<file path="config.mk">
export PLATFORM = sky130hd
export DESIGN_NAME = obd_pid_text_response_decoder
export DESIGN_NICKNAME = d
export VERILOG_FILES = /design/src/sv/optrd_pkg.sv /design/src/sv/obd_pid_text_response_decoder.sv /design/src/sv/optrd_front.sv /design/src/sv/optrd_queue.sv /design/src/sv/optrd_back.sv
export SDC_FILE = /design/constraint.sdc
export NUM_CORES = 1
export LEC_CHECK = 0
export ABC_AREA = 1
export BUFFER_PORTS_ARGS = -buffer_cell sky130_fd_sc_hd__buf_2
export CAP_MARGIN = 30
export CORE_MARGIN = 4
export CORE_UTILIZATION = 45
export CTS_CLUSTER_SIZE = 20
export DETAILED_ROUTE_END_ITERATION = 8
export REMOVE_ABC_BUFFERS = 1
export SETUP_SLACK_MARGIN = 0.1
export SLEW_MARGIN = 25
export SYNTH_ARGS = -nofsm -noshare
export SYNTH_HDL_FRONTEND = slang
export SYNTH_HIERARCHICAL = 1
export SYNTH_SLANG_ARGS = --single-unit
</file>
<file path="constraint.sdc">
create_clock -name clk -period 4.2 [get_ports clk]
set_input_delay 0.84 -clock clk [delete_from_list [all_inputs] [get_ports clk]]
set_output_delay 0.84 -clock clk [all_outputs]
set_load 0.02 [all_outputs]
</file>
<file path="src/sv/optrd_pkg.sv">
`default_nettype none

package optrd_pkg;

    // Line and queue sizing
    localparam int LINE_BUFFER_BYTES_DEF = 128;
    localparam int QUEUE_DEPTH_DEF       = 4;

    // Request operation codes
    localparam logic OP_CHAR    = 1'b0;
    localparam logic OP_TIMEOUT = 1'b1;

    // Awaited reply codes
    localparam logic [1:0] PID_RPM      = 2'd0;
    localparam logic [1:0] PID_SPEED    = 2'd1;
    localparam logic [1:0] PID_THROTTLE = 2'd2;
    localparam logic [1:0] PID_UNUSED   = 2'd3;

    // Characters with a role in the parse
    localparam logic [7:0] CH_CR    = 8'h0D;
    localparam logic [7:0] CH_LF    = 8'h0A;
    localparam logic [7:0] CH_TAB   = 8'h09;
    localparam logic [7:0] CH_VT    = 8'h0B;
    localparam logic [7:0] CH_FF    = 8'h0C;
    localparam logic [7:0] CH_SPACE = 8'h20;
    localparam logic [7:0] CH_ZERO  = 8'h30;
    localparam logic [7:0] CH_ONE   = 8'h31;
    localparam logic [7:0] CH_FOUR  = 8'h34;
    localparam logic [7:0] CH_UC_C  = 8'h43;
    localparam logic [7:0] CH_UC_D  = 8'h44;

    // Position of the last header character (the header is five characters)
    localparam logic [2:0] HDR_LAST_POS = 3'd4;

    // Reciprocal multipliers: floor(v*640/9) and floor(v*25600/255), v < 256
    localparam int          SCALE_SHIFT  = 16;
    localparam logic [30:0] SPEED_MUL    = 31'd4660338;
    localparam logic [30:0] THROTTLE_MUL = 31'd6579301;

    typedef enum logic [2:0] {
        ST_EMPTY      = 3'd0,
        ST_NO_HEADER  = 3'd1,
        ST_PARSE_FAIL = 3'd2,
        ST_RANGE      = 3'd3,
        ST_OK         = 3'd4
    } status_t;

    typedef enum logic [2:0] {
        PH_SEARCH = 3'd0,
        PH_WS1    = 3'd1,
        PH_VAL1   = 3'd2,
        PH_WS2    = 3'd3,
        PH_VAL2   = 3'd4,
        PH_DONE   = 3'd5,
        PH_FAIL   = 3'd6
    } phase_t;

    typedef struct packed {
        logic       op;
        logic [7:0] character;
        logic [1:0] expected_pid;
    } request_t;

    typedef struct packed {
        status_t     status;
        logic [1:0]  kind;
        logic [13:0] rpm;
        logic [14:0] speed_q8;
        logic [14:0] throttle_q8;
    } result_t;

    // Line record handed from the parser to the value stage
    typedef struct packed {
        status_t    status;
        logic [1:0] kind;
        logic [7:0] first_value;
        logic [7:0] second_value;
    } line_rec_t;

    // Return {is_hex, nibble}
    function automatic logic [4:0] hex_decode(logic [7:0] c);
        logic [4:0] r;
        r = 5'd0;
        if (c >= 8'h30 && c <= 8'h39) begin
            r = {1'b1, 4'(c - 8'h30)};
        end
        else if (c >= 8'h61 && c <= 8'h66) begin
            r = {1'b1, 4'(c - 8'h57)};
        end
        else if (c >= 8'h41 && c <= 8'h46) begin
            r = {1'b1, 4'(c - 8'h37)};
        end
        return r;
    endfunction

    function automatic logic is_blank(logic [7:0] c);
        return (c == CH_SPACE) || (c == CH_TAB) || (c == CH_VT) || (c == CH_FF);
    endfunction

    // Header character at a match position for a reply code
    function automatic logic [7:0] hdr_char(logic [1:0] pid, logic [2:0] pos);
        logic [7:0] r;
        unique case (pos)
            3'd0: r = CH_FOUR;
            3'd1: r = CH_ONE;
            3'd2: r = CH_SPACE;
            3'd3: r = (pid == PID_THROTTLE) ? CH_ONE : CH_ZERO;
            3'd4: r = (pid == PID_RPM) ? CH_UC_C :
                      (pid == PID_SPEED) ? CH_UC_D : CH_ONE;
            default: r = 8'h00;
        endcase
        return r;
    endfunction

    // Shift in one hex digit; return {overflow, value}, saturating at 255
    function automatic logic [8:0] accumulate(logic [7:0] cur, logic [3:0] d);
        logic [8:0] r;
        if (cur[7:4] != 4'd0) begin
            r = {1'b1, 8'hFF};
        end
        else begin
            r = {1'b0, cur[3:0], d};
        end
        return r;
    endfunction

endpackage

`default_nettype wire

</file>
<file path="src/sv/obd_pid_text_response_decoder.sv">
// Scan-tool reply line decoder for mode 01 rpm, speed and throttle replies.
// Request side: a queue input. Drive request and raise push; the request is
// taken at a clock edge where push is high and full is low. op selects a
// received character or a forced line end (timeout).
// Result side: a queue output. While empty is low the oldest result sits on
// result; raise pop to take it at the clock edge.
// One request is taken per cycle while full is low. A request that ends a line
// writes a line record into a small queue at the edge that takes it; the value
// stage (one reciprocal multiply) loads the oldest record into the output
// register when that register is empty or being popped. Carriage returns and
// characters inside a line give none.
// When the receiver stalls, the output register holds, records pile up in
// the line queue, and full rises once it holds QUEUE_DEPTH records; it drops
// right after the edge at which a record moves on to the output register.
// Reset clears the line state, the queue and the output valid flag; the first
// request may follow right after reset is released.
`default_nettype none

module obd_pid_text_response_decoder #(
    parameter int LINE_BUFFER_BYTES = optrd_pkg::LINE_BUFFER_BYTES_DEF,
    parameter int QUEUE_DEPTH       = optrd_pkg::QUEUE_DEPTH_DEF
) (
    input  wire logic                 clk,
    input  wire logic                 rst_n,
    input  wire logic                 push,
    output logic                      full,
    input  wire optrd_pkg::request_t  request,
    output logic                      empty,
    input  wire logic                 pop,
    output optrd_pkg::result_t        result
);
    import optrd_pkg::*;

    logic      take;
    logic      rec_push;
    line_rec_t rec_in;
    line_rec_t rec_out;
    logic      rec_pop;
    logic      q_empty;

    assign take = push && !full;

    optrd_front #(
        .LINE_BUFFER_BYTES(LINE_BUFFER_BYTES)
    ) u_front (
        .clk      (clk),
        .rst_n    (rst_n),
        .take     (take),
        .request  (request),
        .rec_push (rec_push),
        .rec      (rec_in)
    );

    optrd_queue #(
        .DEPTH(QUEUE_DEPTH)
    ) u_queue (
        .clk   (clk),
        .rst_n (rst_n),
        .push  (rec_push),
        .wdata (rec_in),
        .pop   (rec_pop),
        .rdata (rec_out),
        .full  (full),
        .empty (q_empty)
    );

    optrd_back u_back (
        .clk       (clk),
        .rst_n     (rst_n),
        .rec_valid (!q_empty),
        .rec       (rec_out),
        .rec_pop   (rec_pop),
        .pop       (pop),
        .empty     (empty),
        .result    (result)
    );

    a_ok_has_kind: assert property (@(posedge clk) disable iff (!rst_n)
        (!empty && result.status == ST_OK) |-> (result.kind != PID_UNUSED))
        else $error("ok result with unused reply code");

    a_rpm_only_ok: assert property (@(posedge clk) disable iff (!rst_n)
        (!empty && result.rpm != 14'd0) |->
        (result.kind == PID_RPM && result.status == ST_OK))
        else $error("rpm value on a result that is not an ok rpm line");

    a_speed_only_ok: assert property (@(posedge clk) disable iff (!rst_n)
        (!empty && result.speed_q8 != 15'd0) |->
        (result.kind == PID_SPEED && result.status == ST_OK))
        else $error("speed value on a result that is not an ok speed line");

endmodule

`default_nettype wire

</file>
<file path="src/sv/optrd_front.sv">
`default_nettype none

module optrd_front #(
    parameter int LINE_BUFFER_BYTES = optrd_pkg::LINE_BUFFER_BYTES_DEF
) (
    input  wire logic                 clk,
    input  wire logic                 rst_n,
    input  wire logic                 take,
    input  wire optrd_pkg::request_t  request,
    output logic                      rec_push,
    output optrd_pkg::line_rec_t      rec
);
    import optrd_pkg::*;

    localparam int CW = $clog2(LINE_BUFFER_BYTES);
    localparam logic [CW-1:0] KEEP_LIMIT = CW'(LINE_BUFFER_BYTES - 1);

    logic [CW-1:0] kept_count_reg, kept_count_next;
    logic [2:0]    header_pos_reg, header_pos_next;
    phase_t        phase_reg, phase_next;
    logic [7:0]    first_reg, first_next;
    logic [7:0]    second_reg, second_next;
    logic          ovf_reg, ovf_next;

    // Results of feeding the current character
    logic [2:0]    f_pos;
    phase_t        f_phase;
    logic [7:0]    f_first;
    logic [7:0]    f_second;
    logic          f_ovf;
    logic [CW-1:0] kept_inc;

    logic [7:0] c;
    logic [1:0] pid;
    logic [4:0] hex;
    logic [8:0] acc1;
    logic [8:0] acc2;

    // Line state seen by the end-of-line classifier
    logic [CW-1:0] e_count;
    phase_t        e_phase;
    logic          e_ovf;
    logic [7:0]    e_first;
    logic [7:0]    e_second;
    status_t       e_status;
    logic          ok;

    assign c    = request.character;
    assign pid  = request.expected_pid;
    assign hex  = hex_decode(c);
    assign acc1 = accumulate(first_reg, hex[3:0]);
    assign acc2 = accumulate(second_reg, hex[3:0]);
    assign kept_inc = kept_count_reg + 1'b1;

    // Assemble the line record
    assign rec = {e_status, pid, e_first, e_second};

    // Advance the parse by one kept character
    always_comb
    begin
        f_pos    = header_pos_reg;
        f_phase  = phase_reg;
        f_first  = first_reg;
        f_second = second_reg;
        f_ovf    = ovf_reg;
        unique case (phase_reg)
            PH_SEARCH:
            begin
                if (pid != PID_UNUSED) begin
                    if (header_pos_reg <= HDR_LAST_POS && c == hdr_char(pid, header_pos_reg))
                    begin
                        f_pos = header_pos_reg + 1'b1;
                        if (header_pos_reg == HDR_LAST_POS) begin
                            f_phase = PH_WS1;
                        end
                    end
                    else begin
                        f_pos = (c == CH_FOUR) ? 3'd1 : 3'd0;
                    end
                end
            end
            PH_WS1:
            begin
                if (hex[4]) begin
                    f_first = acc1[7:0];
                    f_ovf   = ovf_reg | acc1[8];
                    f_phase = PH_VAL1;
                end
                else if (!is_blank(c)) begin
                    f_phase = PH_FAIL;
                end
            end
            PH_VAL1:
            begin
                if (hex[4]) begin
                    f_first = acc1[7:0];
                    f_ovf   = ovf_reg | acc1[8];
                end
                else if (pid != PID_RPM) begin
                    f_phase = PH_DONE;
                end
                else begin
                    f_phase = is_blank(c) ? PH_WS2 : PH_FAIL;
                end
            end
            PH_WS2:
            begin
                if (hex[4]) begin
                    f_second = acc2[7:0];
                    f_ovf    = ovf_reg | acc2[8];
                    f_phase  = PH_VAL2;
                end
                else if (!is_blank(c)) begin
                    f_phase = PH_FAIL;
                end
            end
            PH_VAL2:
            begin
                if (hex[4]) begin
                    f_second = acc2[7:0];
                    f_ovf    = ovf_reg | acc2[8];
                end
                else begin
                    f_phase = PH_DONE;
                end
            end
            default:
            begin
                f_phase = phase_reg;
            end
        endcase
    end

    // Decide line end and next state
    always_comb
    begin
        kept_count_next = kept_count_reg;
        header_pos_next = header_pos_reg;
        phase_next      = phase_reg;
        first_next      = first_reg;
        second_next     = second_reg;
        ovf_next        = ovf_reg;
        rec_push        = 1'b0;
        e_count         = kept_count_reg;
        e_phase         = phase_reg;
        e_ovf           = ovf_reg;
        e_first         = first_reg;
        e_second        = second_reg;
        if (take) begin
            if (request.op == OP_TIMEOUT || c == CH_LF) begin
                rec_push = 1'b1;
            end
            else if (c != CH_CR) begin
                e_count  = kept_inc;
                e_phase  = f_phase;
                e_ovf    = f_ovf;
                e_first  = f_first;
                e_second = f_second;
                if (kept_inc >= KEEP_LIMIT) begin
                    rec_push = 1'b1;
                end
                else begin
                    kept_count_next = kept_inc;
                    header_pos_next = f_pos;
                    phase_next      = f_phase;
                    first_next      = f_first;
                    second_next     = f_second;
                    ovf_next        = f_ovf;
                end
            end
        end
        // Clear the line after it is handed off
        if (rec_push) begin
            kept_count_next = '0;
            header_pos_next = 3'd0;
            phase_next      = PH_SEARCH;
            first_next      = 8'd0;
            second_next     = 8'd0;
            ovf_next        = 1'b0;
        end
    end

    // Classify the finished line
    always_comb
    begin
        if (pid == PID_RPM) begin
            ok = (e_phase == PH_VAL2);
        end
        else begin
            ok = (e_phase == PH_VAL1) || (e_phase == PH_WS2) ||
                 (e_phase == PH_VAL2) || (e_phase == PH_DONE);
        end
        if (e_count == '0) begin
            e_status = ST_EMPTY;
        end
        else if (e_phase == PH_SEARCH || pid == PID_UNUSED) begin
            e_status = ST_NO_HEADER;
        end
        else if (!ok) begin
            e_status = ST_PARSE_FAIL;
        end
        else if (e_ovf) begin
            e_status = ST_RANGE;
        end
        else begin
            e_status = ST_OK;
        end
    end

    // Hold line state
    always_ff @(posedge clk or negedge rst_n)
    begin
        if (!rst_n) begin
            kept_count_reg <= '0;
            header_pos_reg <= 3'd0;
            phase_reg      <= PH_SEARCH;
            first_reg      <= 8'd0;
            second_reg     <= 8'd0;
            ovf_reg        <= 1'b0;
        end
        else begin
            kept_count_reg <= kept_count_next;
            header_pos_reg <= header_pos_next;
            phase_reg      <= phase_next;
            first_reg      <= first_next;
            second_reg     <= second_next;
            ovf_reg        <= ovf_next;
        end
    end

endmodule

`default_nettype wire

</file>
<file path="src/sv/optrd_queue.sv">
`default_nettype none

module optrd_queue #(
    parameter int DEPTH = optrd_pkg::QUEUE_DEPTH_DEF
) (
    input  wire logic                  clk,
    input  wire logic                  rst_n,
    input  wire logic                  push,
    input  wire optrd_pkg::line_rec_t  wdata,
    input  wire logic                  pop,
    output optrd_pkg::line_rec_t       rdata,
    output logic                       full,
    output logic                       empty
);
    import optrd_pkg::*;

    localparam int AW = (DEPTH > 1) ? $clog2(DEPTH) : 1;
    localparam int NW = $clog2(DEPTH + 1);
    localparam logic [AW-1:0] LAST = AW'(DEPTH - 1);

    line_rec_t     slot_reg [DEPTH];
    logic [AW-1:0] wr_ptr_reg, wr_ptr_next;
    logic [AW-1:0] rd_ptr_reg, rd_ptr_next;
    logic [NW-1:0] count_reg, count_next;
    logic          do_push;
    logic          do_pop;

    assign full    = (count_reg == NW'(DEPTH));
    assign empty   = (count_reg == '0);
    assign do_push = push && !full;
    assign do_pop  = pop && !empty;
    assign rdata   = slot_reg[rd_ptr_reg];

    // Advance pointers and count
    always_comb
    begin
        wr_ptr_next = wr_ptr_reg;
        rd_ptr_next = rd_ptr_reg;
        count_next  = count_reg;
        if (do_push) begin
            wr_ptr_next = (wr_ptr_reg == LAST) ? '0 : wr_ptr_reg + 1'b1;
        end
        if (do_pop) begin
            rd_ptr_next = (rd_ptr_reg == LAST) ? '0 : rd_ptr_reg + 1'b1;
        end
        if (do_push && !do_pop) begin
            count_next = count_reg + 1'b1;
        end
        else if (do_pop && !do_push) begin
            count_next = count_reg - 1'b1;
        end
    end

    always_ff @(posedge clk or negedge rst_n)
    begin
        if (!rst_n) begin
            wr_ptr_reg <= '0;
            rd_ptr_reg <= '0;
            count_reg  <= '0;
        end
        else begin
            wr_ptr_reg <= wr_ptr_next;
            rd_ptr_reg <= rd_ptr_next;
            count_reg  <= count_next;
        end
    end

    // Store the line record
    always_ff @(posedge clk)
    begin
        if (do_push) begin
            slot_reg[wr_ptr_reg] <= wdata;
        end
    end

    a_count_bound: assert property (@(posedge clk) disable iff (!rst_n)
        count_reg <= NW'(DEPTH))
        else $error("line queue count past depth");

    a_push_only_grows: assert property (@(posedge clk) disable iff (!rst_n)
        (do_push && !do_pop) |=> (count_reg == $past(count_reg) + 1'b1))
        else $error("line queue lost a pushed record");

endmodule

`default_nettype wire

</file>
<file path="src/sv/optrd_back.sv">
`default_nettype none

module optrd_back (
    input  wire logic                  clk,
    input  wire logic                  rst_n,
    input  wire logic                  rec_valid,
    input  wire optrd_pkg::line_rec_t  rec,
    output logic                       rec_pop,
    input  wire logic                  pop,
    output logic                       empty,
    output optrd_pkg::result_t         result
);
    import optrd_pkg::*;

    logic        valid_reg, valid_next;
    result_t     result_reg, result_next;
    logic [30:0] speed_prod;
    logic [30:0] throttle_prod;
    logic        room;

    assign empty  = !valid_reg;
    assign result = result_reg;
    assign room   = !valid_reg || pop;
    assign rec_pop = rec_valid && room;

    // Scale the first value by reciprocal multiplication
    assign speed_prod    = 31'(rec.first_value) * SPEED_MUL;
    assign throttle_prod = 31'(rec.first_value) * THROTTLE_MUL;

    // Build the result for the oldest line record
    always_comb
    begin
        result_next.status      = rec.status;
        result_next.kind        = rec.kind;
        result_next.rpm         = 14'd0;
        result_next.speed_q8    = 15'd0;
        result_next.throttle_q8 = 15'd0;
        if (rec.status == ST_OK) begin
            unique case (rec.kind)
                PID_RPM:      result_next.rpm = {rec.first_value, rec.second_value[7:2]};
                PID_SPEED:    result_next.speed_q8 = speed_prod[SCALE_SHIFT +: 15];
                PID_THROTTLE: result_next.throttle_q8 = throttle_prod[SCALE_SHIFT +: 15];
                default:      result_next.rpm = 14'd0;
            endcase
        end
    end

    // Hold the result until popped
    always_comb
    begin
        valid_next = valid_reg;
        if (rec_pop) begin
            valid_next = 1'b1;
        end
        else if (pop) begin
            valid_next = 1'b0;
        end
    end

    always_ff @(posedge clk or negedge rst_n)
    begin
        if (!rst_n) begin
            valid_reg <= 1'b0;
        end
        else begin
            valid_reg <= valid_next;
        end
    end

    always_ff @(posedge clk)
    begin
        if (rec_pop) begin
            result_reg <= result_next;
        end
    end

endmodule

`default_nettype wire
</file>
Word level (Yosys, flattened, before mapping)
Memory sizes are Yosys's and may differ from the RTL's.
Index checks and enable logic that the tools add are counted.
{"block": "word_totals", "n_memories": 1, "output_inout_bits": 51, "reg_bits": 87, "mem_bits_rw": 84, "elab_cells": 211}
{"block": "op_classes", "addsub": 9, "n_reduce_logical": 47, "n_eq_ne": 32, "order_cmp": 8, "muxes": 95, "n_mul": 2, "bitwise": 2}
{"memory": "u_queue.slot_reg", "words": 4, "word_bits": 21, "rd": 1, "rd_ports_with_merged_regs": 0, "write_ports": 1, "line": "optrd_queue.sv:21", "rtl": "line_rec_t slot_reg [DEPTH];"}
{"cell": "$mux 8", "count": 23}
{"cell": "$mux 3", "count": 32}
{"cell": "$mux 7", "count": 9}
{"cell": "$pmux 8 s5", "count": 1}
{"cell": "$eq 8x4->1 const B", "count": 4}
{"cell": "$mul 8x23->31 const B", "count": 1}
{"cell": "$mul 8x22->30 const B", "count": 1}
{"cell": "$mux 1", "count": 21}
{"cell": "$eq 3x2->1 const B", "count": 6}
{"cell": "$eq 3x3->1 const B", "count": 6}
{"cell": "$mux 9", "count": 2}
{"cell": "$eq 8x6->1 const B", "count": 2}
{"cell": "$ge 8x7->1 const B", "count": 2}
{"cell": "$le 8x7->1 const B", "count": 2}
{"cell": "$mux 5", "count": 3}
{"cell": "$pmux 3 s5", "count": 1}
{"cell": "$reduce_bool 2->1", "count": 7}
{"cell": "$logic_not 3->1", "count": 4}
{"cell": "$eq 2x2->1 const B", "count": 5}
{"cell": "$logic_and 1x1->1", "count": 10}
{"cell": "$logic_or 1x1->1", "count": 9}
{"cell": "$eq 8x8->1", "count": 1}
{"cell": "$ge 8x6->1 const B", "count": 1}
{"cell": "$le 8x6->1 const B", "count": 1}
{"cell": "24 further kinds", "count": 41}

Longest topological paths before layout
Gate-level depths: netlist (run 1).
{"block": "depth", "ltp_word": 22, "mapped_depth": 26}

Cells and area by module
Netlist (run 1), hierarchy kept.
{"module": "optrd_back", "seq_area_each_um2": 1496.4, "area_per_inst_um2": 5970.7, "instances": 1, "cells_each": 798}
{"module": "optrd_queue", "seq_area_each_um2": 2697.6, "area_per_inst_um2": 3965.1, "instances": 1, "cells_each": 306}
{"module": "optrd_front", "seq_area_each_um2": 750.7, "area_per_inst_um2": 2601.2, "instances": 1, "cells_each": 377}
{"module": "obd_pid_text_response_decoder", "seq_area_each_um2": 0.0, "area_per_inst_um2": 13.8, "instances": 1, "cells_each": 3}

Worst setup path after synthesis (run 1)
No wires, ideal clock.
{"block": "synth_timing", "path_kind": "register -> register", "startpoint": "reg u_queue.rd_ptr_reg[0]", "endpoint": "reg u_back.result_reg (netlist bit u_back/result[25]), data pin", "period_less_slack_ns": 4.607, "path_stages_with_launch": 24, "slack_ns": -0.407, "setup_time_ns": 0.255, "path_buffers": 3, "arrival_time_ns": 4.352, "t_required_ns": 3.945, "path_cell_list": "dfrtp_1 -> buf_6 -> buf_6 -> buf_8 -> o211ai_2 -> nand2_1 -> fa_1 -> fa_1 -> fa_1 -> inv_1 -> fa_1 -> inv_1 -> ha_1 -> nand2_2 -> nor2_4 -> inv_2 -> nor2_8 -> inv_2 -> nor2_4 -> nand2_1 -> nand2_2 -> nand2_1 -> a21oi_1 -> nor2_1"}
{"element": "from (decl)", "line": "optrd_queue.sv:23", "rtl": "logic [AW-1:0] rd_ptr_reg, rd_ptr_next;"}
{"element": "from (signal assigned)", "line": "optrd_queue.sv:63", "rtl": "rd_ptr_reg <= rd_ptr_next;"}
{"element": "to (signal assigned)", "line": "optrd_back.sv:73", "rtl": "result_reg <= result_next;"}
{"element": "to (decl)", "line": "optrd_back.sv:16", "rtl": "result_t result_reg, result_next;"}

==> qor.yml, run 1 <==
route:
  routed_via_density: 5.09
  drt_iter0_drc: 643
  routed_wl_um: 29500
  drc: 0
  wl_per_cell_um: 14.8
  vias: 10200
  dr.pass1.iters: 8
  ant_nets: 0
sta:
  slew_headroom: 0.370
  worst_pin_slew_ns: 0.939
  drv_slew: 0
  setup_ws_ns: -0.122
  final.period_utilization: 1.03
  hold_viol: 0
  fin_crit_ns: 4.32
  hold-worst-slack_ns: 0.363
  rsz0062_at_grt: "yes"
  setup_viol: 15
  fin_skew_ns: 0.0130
  fmax_mhz: 231
worst_setup_path:
  start_kind: "flop"
  r2r_cells: 21
  critical_path_class: "reg2reg"
  cp.arrival_ns: 4.52
  cp-end-kind: "flop"
  path_max_fanout: 6
  reg2reg_from: "u_queue/rd_ptr_reg[0]$_DFFE_PN0P_"
  cp.required_ns: 4.40
  r2r_slack_ns: -0.12
  r2r_end: "u_back/result[25]$_SDFFCE_PN0P_"
logic_synthesis:
  post_synth.cell_area_avg_um2: 8.37
  yosysWarnings: 6
  syn_inst: 1458
  syn_area_um2: 12200
clock_tree:
  htreeDepth: 4
  cts_buffer_depth: 2
  clk_latency_ns: 0.43
  numCtsBuffers: 17
  hold_buffers: 0
  clk_pin_slew_ns: 0.08
  clock_sinks: 163
  cts-root-buf: "clkbuf_16"
  cts_tree: "built"
job:
  maxCapViolations: 0
finish:
  syn_to_final_growth_pct: 23.7
  num_antenna_cells: 0
  seq_area_um2: 4710
  multi_input_area_um2: 6950
  nFillCells: 2384
  drive_gt1_frac: 0.283
  largest_register_ffs: 76
  final_nets: 1802
die:
  start_util: 0.456
  num_rows: 60
  coreArea_um2: 26800
  dieArea_um2: 29800
  ios: 66
  die_w_um: 173
  die_h_um: 173
placement:
  hpwl_um: 22000
  place_ws_ns: -0.314
  place_congestion: 0.943
  portBuffers: 65
global_route:
  grt_pass1_vias: 10200
  grt_max_degree: 52
  grt_pass1_wl_um: 48900
  grt_usage: 0.198
  grt_overflow_total: 0
  antenna_found_initial: 0
run_status:
  violations: "negative setup slack"
  outcome: "finished with violations"
hold_path:
  hold_class: "in2async"
layer usage:
layer / track usage / wire length, µm / vias up
met1: 0.246 / 12800 / 4742
li1: - / - / 5151
met2: 0.362 / 15000 / 228
met5: 0 / 0 / -
met3: 0.0317 / 1220 / 34
met4: 0.0462 / 398 / 0
area by class of cell:
class | count | area share
Inverter | 281 | 0.0706
Timing Repair Buffer | 195 | 0.0901
Multi-Input combinational cell | 984 | 0.460
Sequential cell | 163 | 0.311
Tap cell | 341 | 0.0282
Clock buffer | 18 | 0.0284
Clock inverter | 14 | 0.0109
cell usage in the layout, fill, tap and decap left out, types with 23 or more instances in the layout:
| master | count |
|---|---|
| ha_4 | 24 |
| fa_1 | 29 |
| inv_2 | 32 |
| buf_4 | 122 |
| ha_1 | 83 |
| buf_2 | 65 |
| o21ai_0 | 43 |
| o211ai_1 | 23 |
| nor2_1 | 123 |
| inv_1 | 245 |
| dfrtp_1 | 37 |
| edfxtp_1 | 125 |
| nand3_1 | 66 |
| a21oi_1 | 43 |
| a21oi_2 | 31 |
| nand2_2 | 60 |
| nand2_1 | 276 |
what timing repair did:
action / CTS / global route
setup endpoints to repair: 30 / 30
resized for setup: 106 / 61
pin swaps: 23 / 12
setup buffers: 13 / 5
how the worst max path moves through the flow:
stage / cells after the start / endpoint / from / slack, ns
finish: 21 / u_back/result[25]$_SDFFCE_PN0P_ / u_queue/rd_ptr_reg[0]$_DFFE_PN0P_ / -0.12
global route: 21 / u_back/result[25]$_SDFFCE_PN0P_ / u_queue/rd_ptr_reg[0]$_DFFE_PN0P_ / -0.38
CTS: 21 / u_back/result[26]$_SDFFCE_PN0P_ / u_queue/rd_ptr_reg[0]$_DFFE_PN0P_ / -0.10
detailed placement: 21 / u_back/result[23]$_SDFFCE_PN0P_ / u_queue/rd_ptr_reg[0]$_DFFE_PN0P_ / -0.31
global placement: 19 / u_back/result[13]$_SDFFCE_PN0P_ / u_queue/rd_ptr_reg[0]$_DFFE_PN0P_ / -0.25
floorplan: 22 / u_back/result[25]$_SDFFCE_PN0P_ / u_queue/rd_ptr_reg[0]$_DFFE_PN0P_ / -1.79
worst max-delay path, cell delays in order (launching register included):
cell	delay, ns
dfrtp_2	0.44
buf_12	0.14
o211ai_1	0.19
nand2_2	0.12
fa_2	0.37
fa_1	0.49
fa_1	0.55
inv_2	0.04
fa_1	0.51
inv_2	0.05
ha_4	0.32
nand2_4	0.07
nor2_4	0.12
inv_4	0.06
nor2_8	0.12
inv_4	0.07
nor2_4	0.09
nand2_2	0.06
nand2_2	0.07
nand2_2	0.05
a21oi_2	0.11
nor2_1	0.05
metrics by stage:
step / TNS [ns] / cell area [µm²] / util / instances
2_1_floorplan: -42.40 / 12000 / - / 1428
3_3_place_gp: -4.14 / 13600 / 0.509 / 1946
3_5_place_dp: -5.88 / 13600 / 0.509 / 1946
4_1_cts: -0.714 / 14800 / 0.554 / 1991
5_1_grt: -6.63 / 15100 / 0.564 / 1996
6_report: -0.919 / 15100 / 0.564 / 1996
Power of run 1 is not shown: default switching activity piles up to over one toggle a cycle in this logic, so the estimate is an artifact.
==> run 2, diff against run 1 <==
CORE_MARGIN = default   (was 4)
SETUP_SLACK_MARGIN = default   (was 0.1)
clock period = 4.4 ns   (was 4.2 ns; I/O delays follow)
==> run 2 against run 1 <==
  * Largest cell class unchanged
  * Non-clock buffer count shrank 36
  * Critical path depth unchanged
  * First-iteration DRC count fell by 19%
  * Sequential cell count unchanged
  * Worst hold slack better by 0.057 ns
  * The run now ends clean
  * Cell area fell by 3.5%
  * Wire length shrank 1.3%
  * Register-to-register slack improved by 0.23 ns
==> qor.yml, run 2 (same netlist as run 1, synthesis figures left out) <==
clock_tree:
  cts-root-buf: "clkbuf_16"
  numCtsBuffers: 17
  cts_tree: "built"
  cts_buffer_depth: 2
  clk_latency_ns: 0.44
  clk_pin_slew_ns: 0.08
  clock_sinks: 163
  htreeDepth: 4
job:
  maxCapViolations: 0
placement:
  portBuffers: 65
  hpwl_um: 21600
  placed_cell_area_um2: 13400
  place_congestion: 0.936
global_route:
  grt_usage: 0.213
  grt_pass1_wl_um: 47200
  grt_pass1_vias: 9597
  grt_overflow_total: 0
  antenna_found_initial: 0
  grt_max_degree: 52
worst_setup_path:
  crit_buf_inv: 5
  cpLargestDelayFamily: "adder cells"
  crit_chain: "buf_4 -> o211ai_1 -> nand2_2 -> fa_2 -> fa_2 -> fa_1 -> inv_1 -> fa_1 -> inv_2 -> ha_4 -> nand2_4 -> nor2_4 -> inv_2 -> nor2_8 -> inv_6 -> nor2_4 -> nand2_1 -> nand2_2 -> nand2_1 -> a21oi_2 -> nor2_1"
  crit_slowest_cell: "fa_1"
  reg2reg_from: "u_queue/rd_ptr_reg[0]$_DFFE_PN0P_"
  r2r_slack_ns: 0.10
  start_kind: "flop"
  r2r_end: "u_back/result[25]$_SDFFCE_PN0P_"
  max_stage_delay_ns: 0.51
  path_max_fanout: 7
  critical_path_class: "reg2reg"
  r2r_cells: 21
  cp.arrival_ns: 4.49
  cp-end-kind: "flop"
  cp.required_ns: 4.59
hold_path:
  hold_class: "in2async"
sta:
  fin_crit_ns: 4.30
  fmax_mhz: 233
  rsz0062_at_grt: "yes"
  hold_viol: 0
  fin_skew_ns: 0.0142
  final.period_utilization: 0.976
  slew_headroom: 0.415
  setup_viol: 0
  worst_pin_slew_ns: 0.870
  drv_slew: 0
route:
  vias: 10000
  routed_via_density: 5.13
  routed_wl_um: 29100
  dr.pass1.iters: 5
  drc: 0
  drt_iter0_drc: 521
  wl_per_cell_um: 14.9
  ant_nets: 0
die:
  coreArea_um2: 26400
  die_w_um: 167
  start_util: 0.463
  num_rows: 59
  die_h_um: 167
  ios: 66
  dieArea_um2: 27800
finish:
  largest_register_ffs: 76
  drive_gt1_frac: 0.229
  syn_to_final_growth_pct: 19.4
  fin_area_um2: 14600
  most-common-layout-cells: "nand2_1 (289), inv_1 (250), nor2_1 (133)"
  num_antenna_cells: 0
  layout_commonest_cell: "nand2_1"
  nFillCells: 2435
  final_nets: 1766
run_status:
  outcome: "completed"
[run 2: how the worst max path moves through the flow]
stage          slack [ns]                              end  cells after the start                              start
2_1_floorplan       -1.59  u_back/result[25]$_SDFFCE_PN0P_                     22  u_queue/rd_ptr_reg[0]$_DFFE_PN0P_
3_3_place_gp        -0.05  u_back/result[20]$_SDFFCE_PN0P_                     20  u_queue/rd_ptr_reg[0]$_DFFE_PN0P_
3_5_place_dp        -0.15  u_back/result[23]$_SDFFCE_PN0P_                     21  u_queue/rd_ptr_reg[0]$_DFFE_PN0P_
4_1_cts             0.002  u_back/result[25]$_SDFFCE_PN0P_                     23  u_queue/rd_ptr_reg[1]$_DFFE_PN0P_
5_1_grt             -0.08  u_back/result[25]$_SDFFCE_PN0P_                     24  u_queue/rd_ptr_reg[0]$_DFFE_PN0P_
6_report             0.10  u_back/result[25]$_SDFFCE_PN0P_                     21  u_queue/rd_ptr_reg[0]$_DFFE_PN0P_
[run 2: area by class of cell]
cell class              instances  area (µm²)  share of cell area
multi-input cells             984        6700               0.460
flip-flops and latches        163        4710               0.323
inverters                     281        1070              0.0732
repair buffers                159        1050              0.0722
clock buffers                  20         479              0.0329
well taps                     335         419              0.0288
clock inverters                12         150              0.0103
[run 2: worst reg2reg max path, delay by kind of cell (launching register included)]
kind | cells | cell delay, ns
adder cells (fa/ha/maj) | 5 | 2.14
buffers and inverters | 5 | 0.39
AO/OA/AOI/OAI | 2 | 0.29
AND/OR/NAND/NOR | 9 | 0.77
flip-flops | 1 | 0.47
[run 2: metrics by stage]
step                      std cells   util  hold WS (ns)  setup WS [ns]  TNS [ns]
final                          1954  0.553         0.421          0.104         0
after floorplan                1428      -         0.463          -1.59    -36.17
after global placement         1912  0.509         0.479        -0.0465    -0.203
after CTS                      1946  0.537         0.506        0.00179         0
after detailed placement       1912  0.509         0.491         -0.154     -1.08
after global routing           1954  0.553         0.449        -0.0750    -0.351
[run 2: layer usage]
layer / wire (µm) / track usage
met1: 13100 / 0.268
met5: 0 / 0
met3: 932 / 0.0307
met4: 431 / 0.0543
met2: 14600 / 0.382
[run 2: what timing repair did]
item,CTS,global route
hold buffers,0,0
gates resized for setup,20,84
setup endpoints to repair,20,30
buffers inserted,2,8
pin swaps,4,20
hold endpoints to repair,0,0
Power of run 2 is left out for the same reason.
==> run 3, diff against run 2 <==
CTS_CLUSTER_DIAMETER = 50   (was default)
clock period = 3.7 ns   (was 4.4 ns; I/O delays follow)
==> run 3 against run 2 <==
  * The run now ends with negative setup slack left
  * Critical path depth unchanged
  * Non-clock buffer count rose by 70
  * Sequential share of layout area shrank 2.4 points
  * Count of clock-buffer cells in the layout shrank 3
  * Cell count rose by 3.6%
  * Die area unchanged
  * Setup slack worse by 0.66 ns
  * Global-route usage increased by 0.73 points
  * Largest cell class unchanged
==> qor.yml, run 3 (same netlist as run 1, synthesis figures left out) <==
hold_path:
  hold_class: "in2async"
sta:
  setup_ws_ns: -0.555
  worst_pin_slew_ns: 0.790
  fin_skew_ns: 0.0110
  drv_slew: 0
  fin_crit_ns: 4.26
  hold_viol: 0
  rsz0062_at_grt: "yes"
  fmax_mhz: 235
  final.period_utilization: 1.15
  finalSetupTns_ns: -12.22
  setup_viol: 30
  slew_headroom: 0.468
clock_tree:
  numCtsBuffers: 17
  cts-root-buf: "clkbuf_16"
  cts_tree: "built"
  clock_sinks: 163
  htreeDepth: 4
  clk_pin_slew_ns: 0.08
  clk_latency_ns: 0.43
  cts_buffer_depth: 2
finish:
  final_nets: 1836
  drive_gt1_frac: 0.330
  fin_cells: 2024
  syn_to_final_growth_pct: 29.1
  seq_area_um2: 4710
  most-common-layout-cells: "nand2_1 (262), inv_1 (234), buf_4 (148)"
  largest_register_ffs: 76
  num_antenna_cells: 0
  multi_input_area_um2: 7310
  layout_commonest_cell: "nand2_1"
  nFillCells: 2239
die:
  ios: 66
  die_w_um: 167
  num_rows: 59
  coreArea_um2: 26400
  start_util: 0.463
  die_h_um: 167
  dieArea_um2: 27800
placement:
  hpwl_um: 22000
  post-place-cells: 1963
  place_congestion: 0.900
  portBuffers: 65
global_route:
  grt_overflow_total: 0
  grt_pass1_wl_um: 49100
  antenna_found_initial: 0
  grt_max_degree: 52
  grt_usage: 0.220
  grt_pass1_vias: 10100
route:
  ant_nets: 0
  routed_via_density: 5.04
  routed_wl_um: 30000
  drc: 0
  drt_iter0_drc: 538
  dr.pass1.iters: 5
  vias: 10200
  wl_per_cell_um: 14.8
worst_setup_path:
  r2r_slack_ns: -0.56
  path_max_fanout: 5
  r2r_cells: 21
  critical_path_class: "reg2reg"
  cp-end-kind: "flop"
  cp.arrival_ns: 4.45
  cp.required_ns: 3.89
  r2r_end: "u_back/result[22]$_SDFFCE_PN0P_"
  reg2reg_from: "u_queue/rd_ptr_reg[1]$_DFFE_PN0P_"
  start_kind: "flop"
run_status:
  violations: "negative setup slack"
  outcome: "finished with violations"
job:
  maxCapViolations: 0
-- run 3: repair_timing --
action,4_1_cts,5_1_grt
cloned,0,0
hold endpoints to repair,0,0
setup endpoints to repair,30,31
pin swaps,50,61
resized for setup,173,96
hold buffers,0,0
setup buffers,18,13
-- run 3: worst max path at each step --
stage                                                  to  cells after the start                         startpoint  slack, ns
after floorplan           u_back/result[25]$_SDFFCE_PN0P_                     22  u_queue/rd_ptr_reg[0]$_DFFE_PN0P_      -2.29
after global placement    u_back/result[20]$_SDFFCE_PN0P_                     20  u_queue/rd_ptr_reg[0]$_DFFE_PN0P_      -0.76
after detailed placement  u_back/result[20]$_SDFFCE_PN0P_                     20  u_queue/rd_ptr_reg[0]$_DFFE_PN0P_      -0.83
after CTS                 u_back/result[25]$_SDFFCE_PN0P_                     21  u_queue/rd_ptr_reg[0]$_DFFE_PN0P_      -0.59
after global routing      u_back/result[22]$_SDFFCE_PN0P_                     21  u_queue/rd_ptr_reg[1]$_DFFE_PN0P_      -0.76
final                     u_back/result[22]$_SDFFCE_PN0P_                     21  u_queue/rd_ptr_reg[1]$_DFFE_PN0P_      -0.56
-- run 3: area by class of cell --
cell class                 instances  area share
tap                              335      0.0266
clock buffer                      17      0.0270
multi-input combinational        984       0.463
timing repair buffer             229       0.105
clock inverter                    15      0.0107
inverter                         281      0.0683
sequential                       163       0.299
-- run 3: layer usage --
metal  GRT usage  share of wire  wire [µm]  up-vias
li1            -              -          -     5221
met1       0.276           0.45      13400     4761
met2       0.394           0.50      15100      185
met3      0.0269          0.033        998       33
met4      0.0680          0.018        552        0
met5           0              0          0        -
-- run 3: per-stage QoR --
| step | setup slack (ns) | hold WS, ns | cell area [µm²] | util |
|---|---|---|---|---|
| floorplan | -2.29 | 0.444 | 12000 | - |
| global placement | -0.762 | 0.482 | 13800 | 0.523 |
| detailed placement | -0.830 | 0.495 | 13800 | 0.524 |
| CTS | -0.586 | 0.254 | 15300 | 0.582 |
| global route | -0.759 | 0.279 | 15800 | 0.598 |
| finish | -0.555 | 0.254 | 15800 | 0.598 |
-- run 3: critical path: stages, from the launching register on --
cell and delay [ns]:
dfrtp_2 0.45, inv_2 0.13, buf_4 0.17, o211ai_2 0.09, nand2_1 0.20, inv_1 0.12
fa_1 0.52, inv_2 0.06, ha_1 0.27, inv_1 0.06, fa_1 0.50, inv_1 0.08
ha_4 0.25, ha_4 0.28, a21oi_2 0.06, buf_4 0.13, o21ai_0 0.17, nand3_1 0.14
nand2_1 0.08, inv_1 0.05, a21oi_1 0.15, nor2_1 0.06
Power of run 3 is left out for the same reason.
